$ cat src/design/salc_ram.sv
// ----------------------------------------------------------------------------
// salc_ram
// Generic simple dual-port RAM: one write port, one read port, registered read.
// ----------------------------------------------------------------------------
module salc_ram #(
  parameter int unsigned WIDTH = 8,
  parameter int unsigned DEPTH = 16
) (
  input  logic                     clk_i,
  input  logic                     we_i,
  input  logic [$clog2(DEPTH)-1:0] waddr_i,
  input  logic [WIDTH-1:0]         wdata_i,
  input  logic                     re_i,
  input  logic [$clog2(DEPTH)-1:0] raddr_i,
  output logic [WIDTH-1:0]         rdata_o
);

  logic [WIDTH-1:0] mem [DEPTH];
  logic [WIDTH-1:0] rdata_q;

  always_ff @(posedge clk_i) begin
    if (we_i) begin
      mem[waddr_i] <= wdata_i;
    end
    if (re_i) begin
      rdata_q <= mem[raddr_i];
    end
  end

  assign rdata_o = rdata_q;

endmodule

$ cat config.mk
export PLATFORM = sky130hd
export DESIGN_NAME = salc_ram
export DESIGN_NICKNAME = d
export VERILOG_FILES = /design/src/design/salc_ram.sv
export SDC_FILE = /design/constraint.sdc
export NUM_CORES = 1
export LEC_CHECK = 0
export BUFFER_PORTS_ARGS = -buffer_cell sky130_fd_sc_hd__buf_2
export CORE_UTILIZATION = 40
export CTS_CLUSTER_DIAMETER = 60
export DETAILED_ROUTE_END_ITERATION = 7
export PLACE_DENSITY = 0.57
export SYNTH_ARGS = -nofsm -noshare
export SYNTH_HDL_FRONTEND = slang
export SYNTH_SLANG_ARGS = --single-unit
$ cat constraint.sdc
create_clock -name clk_i -period 2.9 [get_ports clk_i]
set_input_delay 0.435 -clock clk_i [delete_from_list [all_inputs] [get_ports clk_i]]
set_output_delay 0.435 -clock clk_i [all_outputs]
set_load 0.05 [all_outputs]
==> key figures <==
Critical path
  • WP data required: 3060 ps
  • Crit Path Category: in -> reg
  • Crit path capture type: register
  • Startpoint Class: input pin
  • CP max FO: 15
  • Reg2reg start: mem[9][3]
  • Worst EP arrival: 1950 ps
  • Crit path from: raddr_i[0]

Drt
  • Drt wl/cell: 20.95 um
  • First-pass DRT Iterations: 4
  • DR vias: 2411
  • Iteration-0 DRC Markers: 155
  • DRC viols: 0
  • DRT Wirelength: 9803 um
  • Antenna Violating Nets Remaining: 0
  • Vias/cell: 5.152

STA
  • Setup Skew: 7.004 ps
  • Fmax: 556.7 MHz
  • RSZ-0062 raised after global routing: false
  • Final period util: 61.95%
  • Setup TNS: 0 ps
  • Number of setup violations in the final report: 0
  • Rel. slew slack: 50.87%
  • Setup WS post-layout: 1104 ps
  • Final Hold Violating Endpoints: 0
  • Max-slew violation count: 0
  • Fin crit period: 1796 ps
  • Worst Max-Slew Pin Slew: 734.2 ps

Yosys
  • Seq/Total Area, Yosys: 78.12%
  • Mapped cell area: 0.005228 sq mm
  • Yosys Warn Count: 0
  • Post-synthesis net count: 248
  • Post-Syn Instances: 229
  • Synth Register Bits: 136
  • Mean Syn Cell Area: 22.83 sq um
  • Distinct cells, synth: 18

Clocking
  • Num CTS Buffers: 17
  • Hold buffers post-CTS: 0
  • Post-CTS Setup Inserts: 0
  • Post-CTS sizing: 0
  • CTS tree: done
  • Clock tree root buffer cell: clkbuf_16
  • H-tree depth: 4
  • Clock Tree Buf Depth: 2
  • Worst-Skew Late Latency: 410 ps
  • Number of clock sinks: 136
  • CTS clock-pin slew for the worst setup and hold paths: 50 ps

Power
  • Sw Share: 19.32%
  • P_sw: 0.0009133 W
  • Seq pwr share: 47.1%
  • LEAKAGE: 2.132 nW
  • Power Density: 751.1 mW/mm^2
  • Clock power frac: 48.0%
  • Combinational power share: 4.9%
  • VDD IR max: 0.0004011 V
  • Int Pwr: 0.003814 W

Cells and area
  • # diodes: 0
  • # fillers: 1015
  • Area growth syn-to-layout: 20.39%
  • Final core occ: 49.67%
  • Layout cell share with drive strength beyond 1: 31.76%
  • Non-Filler Instances: 468
  • Commonest non-fill, non-tap cells in the layout: edfxtp_1 (136), buf_2 (26), mux4_2 (18), buf_4 (18), clkbuf_16 (17)
  • # nets final: 303
  • Design area: 0.006294 sq mm
  • Commonest non-fill, non-tap cell in the layout: edfxtp_1

GRT
  • Gr usage total: 16.66%
  • Initial antenna violation count: 0
  • First-pass GRT wire length: 15050 um
  • Grt total ovfl: 0
  • Largest net degree at the start of global routing: 20
  • Vias in the first global route: 2465

Run
  • Max-cap check violation count: 0

Floorplanning
  • Core area: 0.01267 sq mm
  • Die height: 116.3 um
  • Die ar.: 0.01353 sq mm
  • Initial Utilization: 41.26%
  • Cell Rows: 41
  • IO Pins: 27
  • Chip Width: 116.3 um

Hold path
  • Hold Crit Class: in -> reg
  • Hold wc startpoint: re_i

Placed design
  • GPL Wtd Cong: 0.6964
  • Post-Place Cells: 437
  • I/O Buffers: 26
  • Pre-CTS WS: 618.0 ps
  • Area after DPL: 0.005662 sq mm
  • HPWL after DPL: 6313 um

Outcome
  • Status: finished clean
per-stage QoR:
step                      total power, W  hold WS [ps]
after global routing            0.004878         391.2
final                           0.004727         403.8
after CTS                       0.004775         389.6
after floorplan                 0.002410         533.9
after detailed placement        0.002506         738.0
after global placement          0.002502         744.0
sequential cells by signal, indices dropped and copies added (netlist names):
register / cells
mem: 128
rdata_o: 8
power by group through the flow:
stage	Clock (W)	Sequential [W]	Combinational (W)
after global placement	0	0.00227	0.000235
after floorplan	0	0.00230	0.000112
final	0.00227	0.00223	0.000233
after detailed placement	0	0.00227	0.000238
after CTS	0.00231	0.00223	0.000238
after global routing	0.00240	0.00223	0.000253
cell usage after synthesis, drive strengths merged:
cell type,number,area share [%]
or3b,1,0.17
edfxtp,136,78
nand3,1,0.096
nand2,9,0.65
nand3b,2,0.29
and2,1,0.12
nor2b,1,0.12
nor3,4,0.38
a22oi,16,2.3
and2b,1,0.14
mux4,32,15
clkdlybuf4s25,3,0.57
nand2b,2,0.24
nor2,13,0.93
buf,7,1.1
final timing paths:
path                                   end  slack [ps]  cells past startpoint
worst max-delay path            rdata_o[1]        1100                      5
worst min-delay path            rdata_o[1]         400                      1
worst max register to register  rdata_o[3]        1340                      3
worst min register to register  rdata_o[2]         760                      3
cell families after synthesis:
group	Yosys count	share of synthesized area, %
compound gates	16	2.298
buf+inv	10	1.651
flops	136	78.12
mux	32	14.79
simple gates	35	3.136
layer usage:
metal  track usage, %  part of all wire, %  vias to the layer above
li1                 -                    -                     1092
met1            21.95                   44                     1256
met2            25.88                   50                       57
met3            4.619                  4.8                        6
met4            7.692                 0.96                        0
met5                0                    0                        -
area by class of cell:
cell class                      count  area [sq um]  share of cell area, %
Timing Repair Buffer               46         305.3                  4.851
Tap cell                          172         215.2                  3.419
Clock buffer                       17         425.4                  6.759
Clock inverter                     14         206.4                  3.280
Multi-Input combinational cell     83          1057                  16.80
Sequential cell                   136          4084                  64.89
worst max-delay path: stages:
cell and delay (ps):
buf_2 350, buf_12 230, mux4_1 560, a22oi_1 290, nand2_1 80
No activity file was read; power rests on OpenSTA's default activity.
