`config.mk`:
```
export PLATFORM = sky130hd
export DESIGN_NAME = salc_lru
export DESIGN_NICKNAME = d
export VERILOG_FILES = /design/src/design/salc_pkg.sv /design/src/design/salc_lru.sv
export SDC_FILE = /design/constraint.sdc
export NUM_CORES = 1
export LEC_CHECK = 0
export BUFFER_PORTS_ARGS = -buffer_cell sky130_fd_sc_hd__buf_2
export CAP_MARGIN = 20
export CORE_AREA = 2 2 39 41
export DETAILED_ROUTE_END_ITERATION = 10
export DIE_AREA = 0 0 41 43
export PLACE_DENSITY_LB_ADDON = 0.1
export SLEW_MARGIN = 25
export SYNTH_ARGS = -nofsm -noshare
export SYNTH_HDL_FRONTEND = slang
export SYNTH_SLANG_ARGS = --single-unit
```
`constraint.sdc`:
```
create_clock -name vclk -period 2.64
set_input_delay 0.66 -clock vclk [all_inputs]
set_output_delay 0.66 -clock vclk [all_outputs]
set_load 0.05 [all_outputs]
```
`src/design/salc_pkg.sv`:
```
// ----------------------------------------------------------------------------
// salc_pkg
// Shared types, codes and helpers of the set-associative LRU tag cache.
// ----------------------------------------------------------------------------
package salc_pkg;

  // access kinds
  localparam logic [1:0] FUNC_LOAD   = 2'd0;
  localparam logic [1:0] FUNC_STORE  = 2'd1;
  localparam logic [1:0] FUNC_MODIFY = 2'd2;

  // register indexes on the configuration port
  localparam logic [1:0] REG_SET_BITS = 2'd0;
  localparam logic [1:0] REG_OFF_BITS = 2'd1;
  localparam logic [1:0] REG_WAYS     = 2'd2;

  localparam logic [2:0] SET_BITS_RST = 3'd4;
  localparam logic [5:0] OFF_BITS_RST = 6'd4;
  localparam logic [2:0] WAYS_RST     = 3'd1;

  localparam logic [1:0] RANK_MAX = 2'd3;
  localparam int unsigned CNT_W = 32;

  // per-line replacement state, one lane per way in a set row
  typedef struct packed {
    logic       valid;
    logic [1:0] rank;
  } salc_meta_t;

  // recency update request for one set
  typedef struct packed {
    logic       age_all;
    logic [1:0] old_rank;
  } salc_upd_t;

  function automatic logic [CNT_W-1:0] sat_inc(logic [CNT_W-1:0] v, logic en);
    logic [CNT_W-1:0] r;
    r = v;
    if (en && (v != {CNT_W{1'b1}})) begin
      r = v + CNT_W'(1);
    end
    return r;
  endfunction

endpackage

```
`src/design/salc_lru.sv`:
```
// ----------------------------------------------------------------------------
// salc_lru
// Recency update of a set row: the touched way becomes most recent; other
// valid ways in use below old_rank (all if age_all) age by one, saturating.
// ----------------------------------------------------------------------------
module salc_lru #(
  parameter int unsigned MAX_WAYS = 4,
  parameter int unsigned WAY_BITS = 2
) (
  input  salc_pkg::salc_meta_t [MAX_WAYS-1:0] row_i,
  input  logic [WAY_BITS-1:0]                 tgt_way_i,
  input  logic [WAY_BITS-1:0]                 last_way_i,
  input  salc_pkg::salc_upd_t                 upd_i,
  output salc_pkg::salc_meta_t [MAX_WAYS-1:0] row_o
);

  always_comb begin
    for (int w = 0; w < MAX_WAYS; w++) begin
      row_o[w] = row_i[w];
      if (WAY_BITS'(w) <= last_way_i) begin
        if (WAY_BITS'(w) == tgt_way_i) begin
          row_o[w].valid = 1'b1;
          row_o[w].rank  = '0;
        end else if (row_i[w].valid && (upd_i.age_all || row_i[w].rank < upd_i.old_rank)
                     && row_i[w].rank != salc_pkg::RANK_MAX) begin
          row_o[w].rank = row_i[w].rank + 2'd1;
        end
      end
    end
  end

endmodule

```
==> results.cfg, run 1 <==
[run_status]
status = finished clean

[die]
io-pin-count = 31
rows = 14
core_area_um2 = 1380
start_util = 0.285
dieArea_um2 = 1760
die_w_um = 41
die_h_um = 43

[worst_setup_path]
arrival_ps = 1920
crit_path_cell_trace = buf_2, buf_4, ha_1, nand2b_4, a221oi_4, mux2i_1, nor2_2, buf_6
cp-start-kind = input port
critical-path-slowest-cell = mux2i_1
worstPathMaxFanout = 2
slowest_delay_ps = 250
critical_path_class = input port to output pin
crit_required_ps = 1980
cp-end-kind = output pin

[cells_and_area]
final_layout_size_suffix_gt1_frac = 0.632
final_util = 0.504
final_cell_mix = buf_2 (24), nor2_2 (8), ha_1 (6)
design.seq.count = 0
nets = 116
syn_to_final_growth_pct = 76.8
clock_buffers = 0
seq_area_um2 = 0
antennaDiodeCount = 0
layout_commonest_cell = buf_2
fill_cells = 151
multi_input_area_um2 = 457

[routing]
wl_um = 957
drt.antenna.violating_nets = 0
avgRoutedWirePerCell_um = 9.29
vias = 500
first_iter_violations = 4
drc = 0
avgViaCountPerCell = 4.85
drtPass1Iterations = 3

[synth]
synth_xor_area_frac = 0.0889
synthSimpleGateAreaFrac = 0.394
synth_compound_gate_area_share = 0.143
synth_area_um2 = 394
synth_cells = 53
seq_area_frac_synth = 0
synth_fa_ha_area_frac = 0.254
avgSynthCellArea_um2 = 7.44
synthMuxAreaShare = 0.102
ys_types = 19
synth_top_family_by_area = simple AND/OR/NAND/NOR gates
yosysWarnings = 0
syn_nets = 80

[timing]
hold_viol = 0
slew_violations = 0
fin_crit_sh = 0.978
setup_viol = 0
worst_pin_slew_ps = 305
max_freq_mhz = 387
period_minus_slack_ps = 2580
slew_headroom = 0.797

[worst_hold_path]
hold_depth = 3
hold_end = row_o[8]
min_from = row_i[8]
hp-class = input port to output pin

[power_and_ir_drop]
leakagePower_nw = 0.355
p_total_mw = 0.176
powerDensity_nw_per_um2 = 252
vdd_ir_drop_max_mv = 0.131

[job]
cap_violations = 0

[place]
dp_hpwl_um = 831
io_buffers = 31
place_congestion = 0.619

[grt]
grt_pass1_wl_mm = 1.35
overflow = 0
grt_usage = 0.101
grt_max_degree = 6
antenna_found_initial = 0
grt_pass1_vias = 371

[clocking]
ctsHoldBuffers = 0
post_cts_buffers = 0
[cells in the mapped netlist]
cell | instances | share of area
nor3b_1 | 4 | 0.076
xnor2_1 | 1 | 0.022
o21ai_1 | 1 | 0.013
ha_1 | 8 | 0.25
o221ai_1 | 1 | 0.022
a221oi_2 | 1 | 0.038
inv_2 | 1 | 0.0095
o21bai_1 | 2 | 0.038
nor2_1 | 13 | 0.12
o31ai_2 | 1 | 0.032
nand2b_1 | 2 | 0.032
and4b_1 | 1 | 0.025
inv_1 | 1 | 0.0095
mux2i_1 | 4 | 0.10
and3b_1 | 1 | 0.022
xor2_1 | 3 | 0.067
nand2_1 | 2 | 0.019
nor2b_1 | 2 | 0.032
or2_2 | 4 | 0.063
[stage by stage]
stage	worst slack [ps]	instance area, um^2	std cells	hold WS (ps)	setup TNS (ps)
floorplan	24.1	414	53	1540	0
global placement	-34.9	612	103	1730	-67.2
detailed placement	-40.5	612	103	1740	-90.6
finish	59.1	697	103	1730	0
global route	-7.24	697	103	1750	-7.24
CTS	1.93	637	103	1740	0
[where the power goes]
part           internal, mW  total, mW  switching (mW)
logic                0.0656      0.176           0.110
clock network             0          0               0
registers                 0          0               0
[logic make-up (layout without fill, tap and decap cells)]
family | Yosys count | count (layout)
multiplexers | 4 | 4
AND/OR/NAND/NOR | 29 | 29
buffers and inverters | 2 | 36
XOR/XNOR | 4 | 4
adder cells (fa/ha/maj) | 8 | 8
AO/OA/AOI/OAI | 6 | 6
[metal layers]
metal / GRT usage / vias to the layer above / share of wire
li1: - / 256 / -
met1: 0.133 / 229 / 0.39
met2: 0.181 / 15 / 0.54
met3: 0.00524 / 0 / 0.068
met4: 0 / 0 / 0
met5: 0 / - / 0
[worst max-delay path by stage]
stage | start | to | slack [ps] | cells after the start
6_report | row_i[1] | row_o[1] | 60 | 8
5_1_grt | row_i[1] | row_o[1] | -7 | 8
4_1_cts | upd_i[1] | row_o[7] | 2 | 9
3_5_place_dp | upd_i[1] | row_o[1] | -40 | 8
3_3_place_gp | upd_i[1] | row_o[1] | -30 | 8
2_1_floorplan | upd_i[1] | row_o[1] | 20 | 6
[critical path: cells and delay by family]
kind,cells,cell delay (ps)
adders and majority gates,1,180
buffers and inverters,3,400
muxes,1,250
and+or+nand+nor,2,210
AOI/OAI and AO/OA,1,210
[repair_timing]
item | in CTS | in global routing
pin swaps | 3 | 4
resized for setup | 6 | 13
endpoints found under the setup margin | 3 | 6
[layout make-up]
| cell class | count | share of cell area |
|---|---|---|
| multi-input combinational | 51 | 0.655 |
| timing repair buffer | 34 | 0.302 |
| tap | 16 | 0.0287 |
| inverter | 2 | 0.0144 |
(Power assumes the default switching activity.)
==> run 2: changes to the inputs <==
Settings changed: BUFFER_PORTS_ARGS -buffer_cell sky130_fd_sc_hd__buf_2 to -buffer_cell sky130_fd_sc_hd__clkbuf_2, GPL_TIMING_DRIVEN from default to 1, SLEW_MARGIN 25 to 10.
==> run 2 against run 1 <==
  * Critical endpoint unchanged
  * Critical path depth is the same
  * Global-route usage fell by 0.40 points
  * Via count is 5.2% lower
  * Cell count down 0.97%
  * First-iteration DRC count did not move
  * Critical path type unchanged
  * Flip-flop and latch count unchanged
  * Fmax is 1.2% lower
  * Design area shrank 6.1%
  * Non-clock buffer count decreased by 1
  * Core utilization fell by 3.1 points
  * Total power shrank 3.7%
==> results.cfg, run 2 (synthesis results as in run 1) <==
[cells_and_area]
final_area_um2 = 654
syn_to_final_growth_pct = 66.0
final_layout_size_suffix_gt1_frac = 0.605
layout_commonest_cell = clkbuf_2
antennaDiodeCount = 0
nets = 115
fill_cells = 144
final_cells = 102
seq_area_um2 = 0
final_cell_mix = clkbuf_2 (24), nor2_2 (8), ha_1 (8)
clock_buffers = 0
design.seq.count = 0

[place]
place_congestion = 0.623
place_area_um2 = 604
dp_hpwl_um = 811
post-place-ws_ps = -76.9
io_buffers = 31
dp_cells = 102

[worst_setup_path]
cp-end-kind = output pin
arrival_ps = 1950
crit_path_cell_trace = clkbuf_2, inv_2, ha_1, nor2b_4, a221oi_4, mux2i_1, nor2_2, buf_8
cp-start-kind = input port
critPathBufInv = 3
critical-path-slowest-cell = a221oi_4
worstPathMaxFanout = 4
slowest_delay_ps = 290
critical_path_class = input port to output pin
cpLargestDelayFamily = compound AO/OA/AOI/OAI gates
crit_required_ps = 1980

[routing]
drc = 0
avgRoutedWirePerCell_um = 8.74
first_iter_violations = 4
drtPass1Iterations = 2
drt.antenna.violating_nets = 0
vias = 474
avgViaCountPerCell = 4.65
wl_um = 891

[die]
die_h_um = 43
core_area_um2 = 1380
start_util = 0.285
dieArea_um2 = 1760
io-pin-count = 31
rows = 14
die_w_um = 41

[timing]
rsz0062_at_grt = yes
slew_violations = 0
period_minus_slack_ps = 2610
worst_pin_slew_ps = 441
max_freq_mhz = 383
timing.hold.ws_ps = 1750
fin_ws_ps = 28.3
hold_viol = 0
slew_headroom = 0.706
setup_viol = 0
fin_crit_sh = 0.989

[grt]
antenna_found_initial = 0
grt_pass1_wl_mm = 1.30
grt_usage = 0.0969
grt_pass1_vias = 360
grt_max_degree = 6
overflow = 0

[power_and_ir_drop]
leakagePower_nw = 0.353
powerDensity_nw_per_um2 = 259
vdd_ir_drop_max_mv = 0.133

[clocking]
post_cts_buffers = 0

[job]
cap_violations = 0

[run_status]
status = finished clean

[worst_hold_path]
hp-class = input port to output pin
min_from = row_i[8]
hold_end = row_o[8]
hold_depth = 3
## run 2: repair_timing
item | in CTS | in global routing
hold buffers | 0 | 0
endpoints found under the hold margin | 0 | 0
resized for setup | 7 | 11
pin swaps | 1 | 4
setup endpoints to repair | 4 | 8
## run 2: how the worst max path moves through the flow
stage             start  endpoint  cells after the start
2_1_floorplan  upd_i[1]  row_o[1]                      6
3_3_place_gp   upd_i[1]  row_o[1]                      8
3_5_place_dp   upd_i[1]  row_o[1]                      8
4_1_cts        upd_i[1]  row_o[1]                      8
5_1_grt        upd_i[1]  row_o[1]                      8
6_report       upd_i[1]  row_o[1]                      8
## run 2: power breakdown
part | switching (mW) | total, mW | internal, mW
sequential | 0 | 0 | 0
clock | 0 | 0 | 0
combinational | 0.109 | 0.169 | 0.0607
total | 0.109 | 0.169 | 0.0607
## run 2: per-layer routing
layer / routed length (um) / vias to the layer above / track usage
met4: 0 / 0 / 0
li1: - / 254 / -
met3: 60 / 0 / 0.00524
met1: 392 / 205 / 0.123
met2: 438 / 15 / 0.178
met5: 0 / - / 0
## run 2: metrics by stage
step,power [mW],TNS [ps],utilization
final,0.169,0,0.473
after CTS,0.162,0,0.451
after global routing,0.183,-33.7,0.473
after floorplan,0.112,0,-
after global placement,0.156,-142,0.437
after detailed placement,0.156,-153,0.437
## run 2: layout make-up
cell class | instances | area, um^2 | share of cell area
inverters | 2 | 7.51 | 0.0115
well taps | 16 | 20.0 | 0.0306
multi-input cells | 51 | 435 | 0.665
repair buffers | 33 | 191 | 0.293
==> run 3: changes to the inputs <==
Clock period 2.64 ns to 3.16 ns, I/O delays scaled along.
==> run 3 against run 2 <==
  * Flip-flop and latch count stayed put
  * Die area stayed put
  * Count of clock-buffer cells in the layout stayed put
  * Routed wire length is 0.79% lower
  * Cell count is 2.0% lower
  * Worst hold slack better by 260 ps
  * Core utilization is 6.1 points lower
  * Worst setup slack better by 190 ps
  * Critical path type unchanged
  * Largest cell class unchanged
  * Highest routed layer unchanged
==> results.cfg, run 3 (synthesis results as in run 1) <==
[run_status]
status = finished clean

[worst_setup_path]
slowest_delay_ps = 310
worstPathMaxFanout = 4
cp-start-kind = input port
crit_path_cell_trace = clkbuf_2, inv_1, ha_1, nor2b_1, a221oi_2, mux2i_1, nor2_1, clkbuf_2
critical-path-slowest-cell = a221oi_2
cp-end-kind = output pin
crit_top_cell = clkbuf_2
arrival_ps = 2150
crit_required_ps = 2370
critical_path_class = input port to output pin

[routing]
drt.antenna.violating_nets = 0
drtPass1Iterations = 3
wl_met3_um = 65
met1_length_um = 388
avgViaCountPerCell = 4.67
highest_layer = met3
first_iter_violations = 1
wl_um = 884
vias = 467
met2_length_um = 430
avgRoutedWirePerCell_um = 8.84
drc = 0

[timing]
rsz0062_at_grt = no
max_freq_mhz = 340
fin_ws_ps = 223
timing.hold.ws_ps = 2010
setup_viol = 0
slew_headroom = 0.792
slew_violations = 0
period_minus_slack_ps = 2940
worst_pin_slew_ps = 311
hold_viol = 0
finalSetupTns_ps = 0
fin_crit_sh = 0.930

[cells_and_area]
antennaDiodeCount = 0
layout_commonest_cell = clkbuf_2
final_cell_mix = clkbuf_2 (31), nor2_1 (13), ha_1 (8)
clock_buffers = 0
nets = 113
final_layout_size_suffix_gt1_frac = 0.452
seq_area_um2 = 0
design.seq.count = 0
syn_to_final_growth_pct = 44.4

[die]
die_w_um = 41
io-pin-count = 31
start_util = 0.285
dieArea_um2 = 1760
die_h_um = 43
core_area_um2 = 1380
rows = 14

[worst_hold_path]
hp-class = input port to output pin
hold_depth = 3

[place]
dp_hpwl_um = 863
place_congestion = 0.636
post-place-ws_ps = 198
io_buffers = 31

[clocking]
post_cts_resized = 0
post_cts_buffers = 0
ctsHoldBuffers = 0

[grt]
antenna_found_initial = 0
overflow = 0
grt_pass1_vias = 310
grt_usage = 0.0969
grt_pass1_wl_mm = 1.26
grt_max_degree = 6

[power_and_ir_drop]
powerDensity_nw_per_um2 = 217
vdd_ir_drop_max_mv = 0.116
leakagePower_nw = 0.331

[job]
cap_violations = 0
run 3: path summary, 6_finish.rpt:
kind	end	from
hold / removal	row_o[8]	row_i[8]
setup / recovery	row_o[1]	upd_i[1]
run 3: critical path: cells and delay by family:
kind                     cells  cell delay, ps
AND/OR/NAND/NOR              2             180
AO/OA/AOI/OAI                1             310
multiplexers                 1             220
buffers and inverters        3             410
adder cells (fa/ha/maj)      1             230
run 3: layer usage:
layer / GRT usage / vias to the layer above
li1: - / 250
met1: 0.142 / 201
met2: 0.163 / 16
met3: 0 / 0
met4: 0 / 0
met5: 0 / -
run 3: report_power, final:
part | internal (mW) | switching, mW | leakage (nW) | total [mW]
sequential | 0 | 0 | 0 | 0
clock | 0 | 0 | 0 | 0
combinational | 0.0391 | 0.0843 | 0.331 | 0.123
total | 0.0391 | 0.0843 | 0.331 | 0.123
run 3: stage by stage:
| stage | instances | util | instance area (um^2) | power, mW |
|---|---|---|---|---|
| floorplan | 53 | - | 394 | 0.0893 |
| global placement | 100 | 0.411 | 569 | 0.124 |
| detailed placement | 100 | 0.411 | 569 | 0.125 |
| CTS | 100 | 0.411 | 569 | 0.126 |
| global route | 100 | 0.411 | 569 | 0.134 |
| finish | 100 | 0.411 | 569 | 0.123 |
run 3: area by class of cell:
cell class,count,area [um^2]
fillers,169,815
multi-input cells,51,387
repair buffers,31,155
well taps,16,20.0
inverters,2,7.51
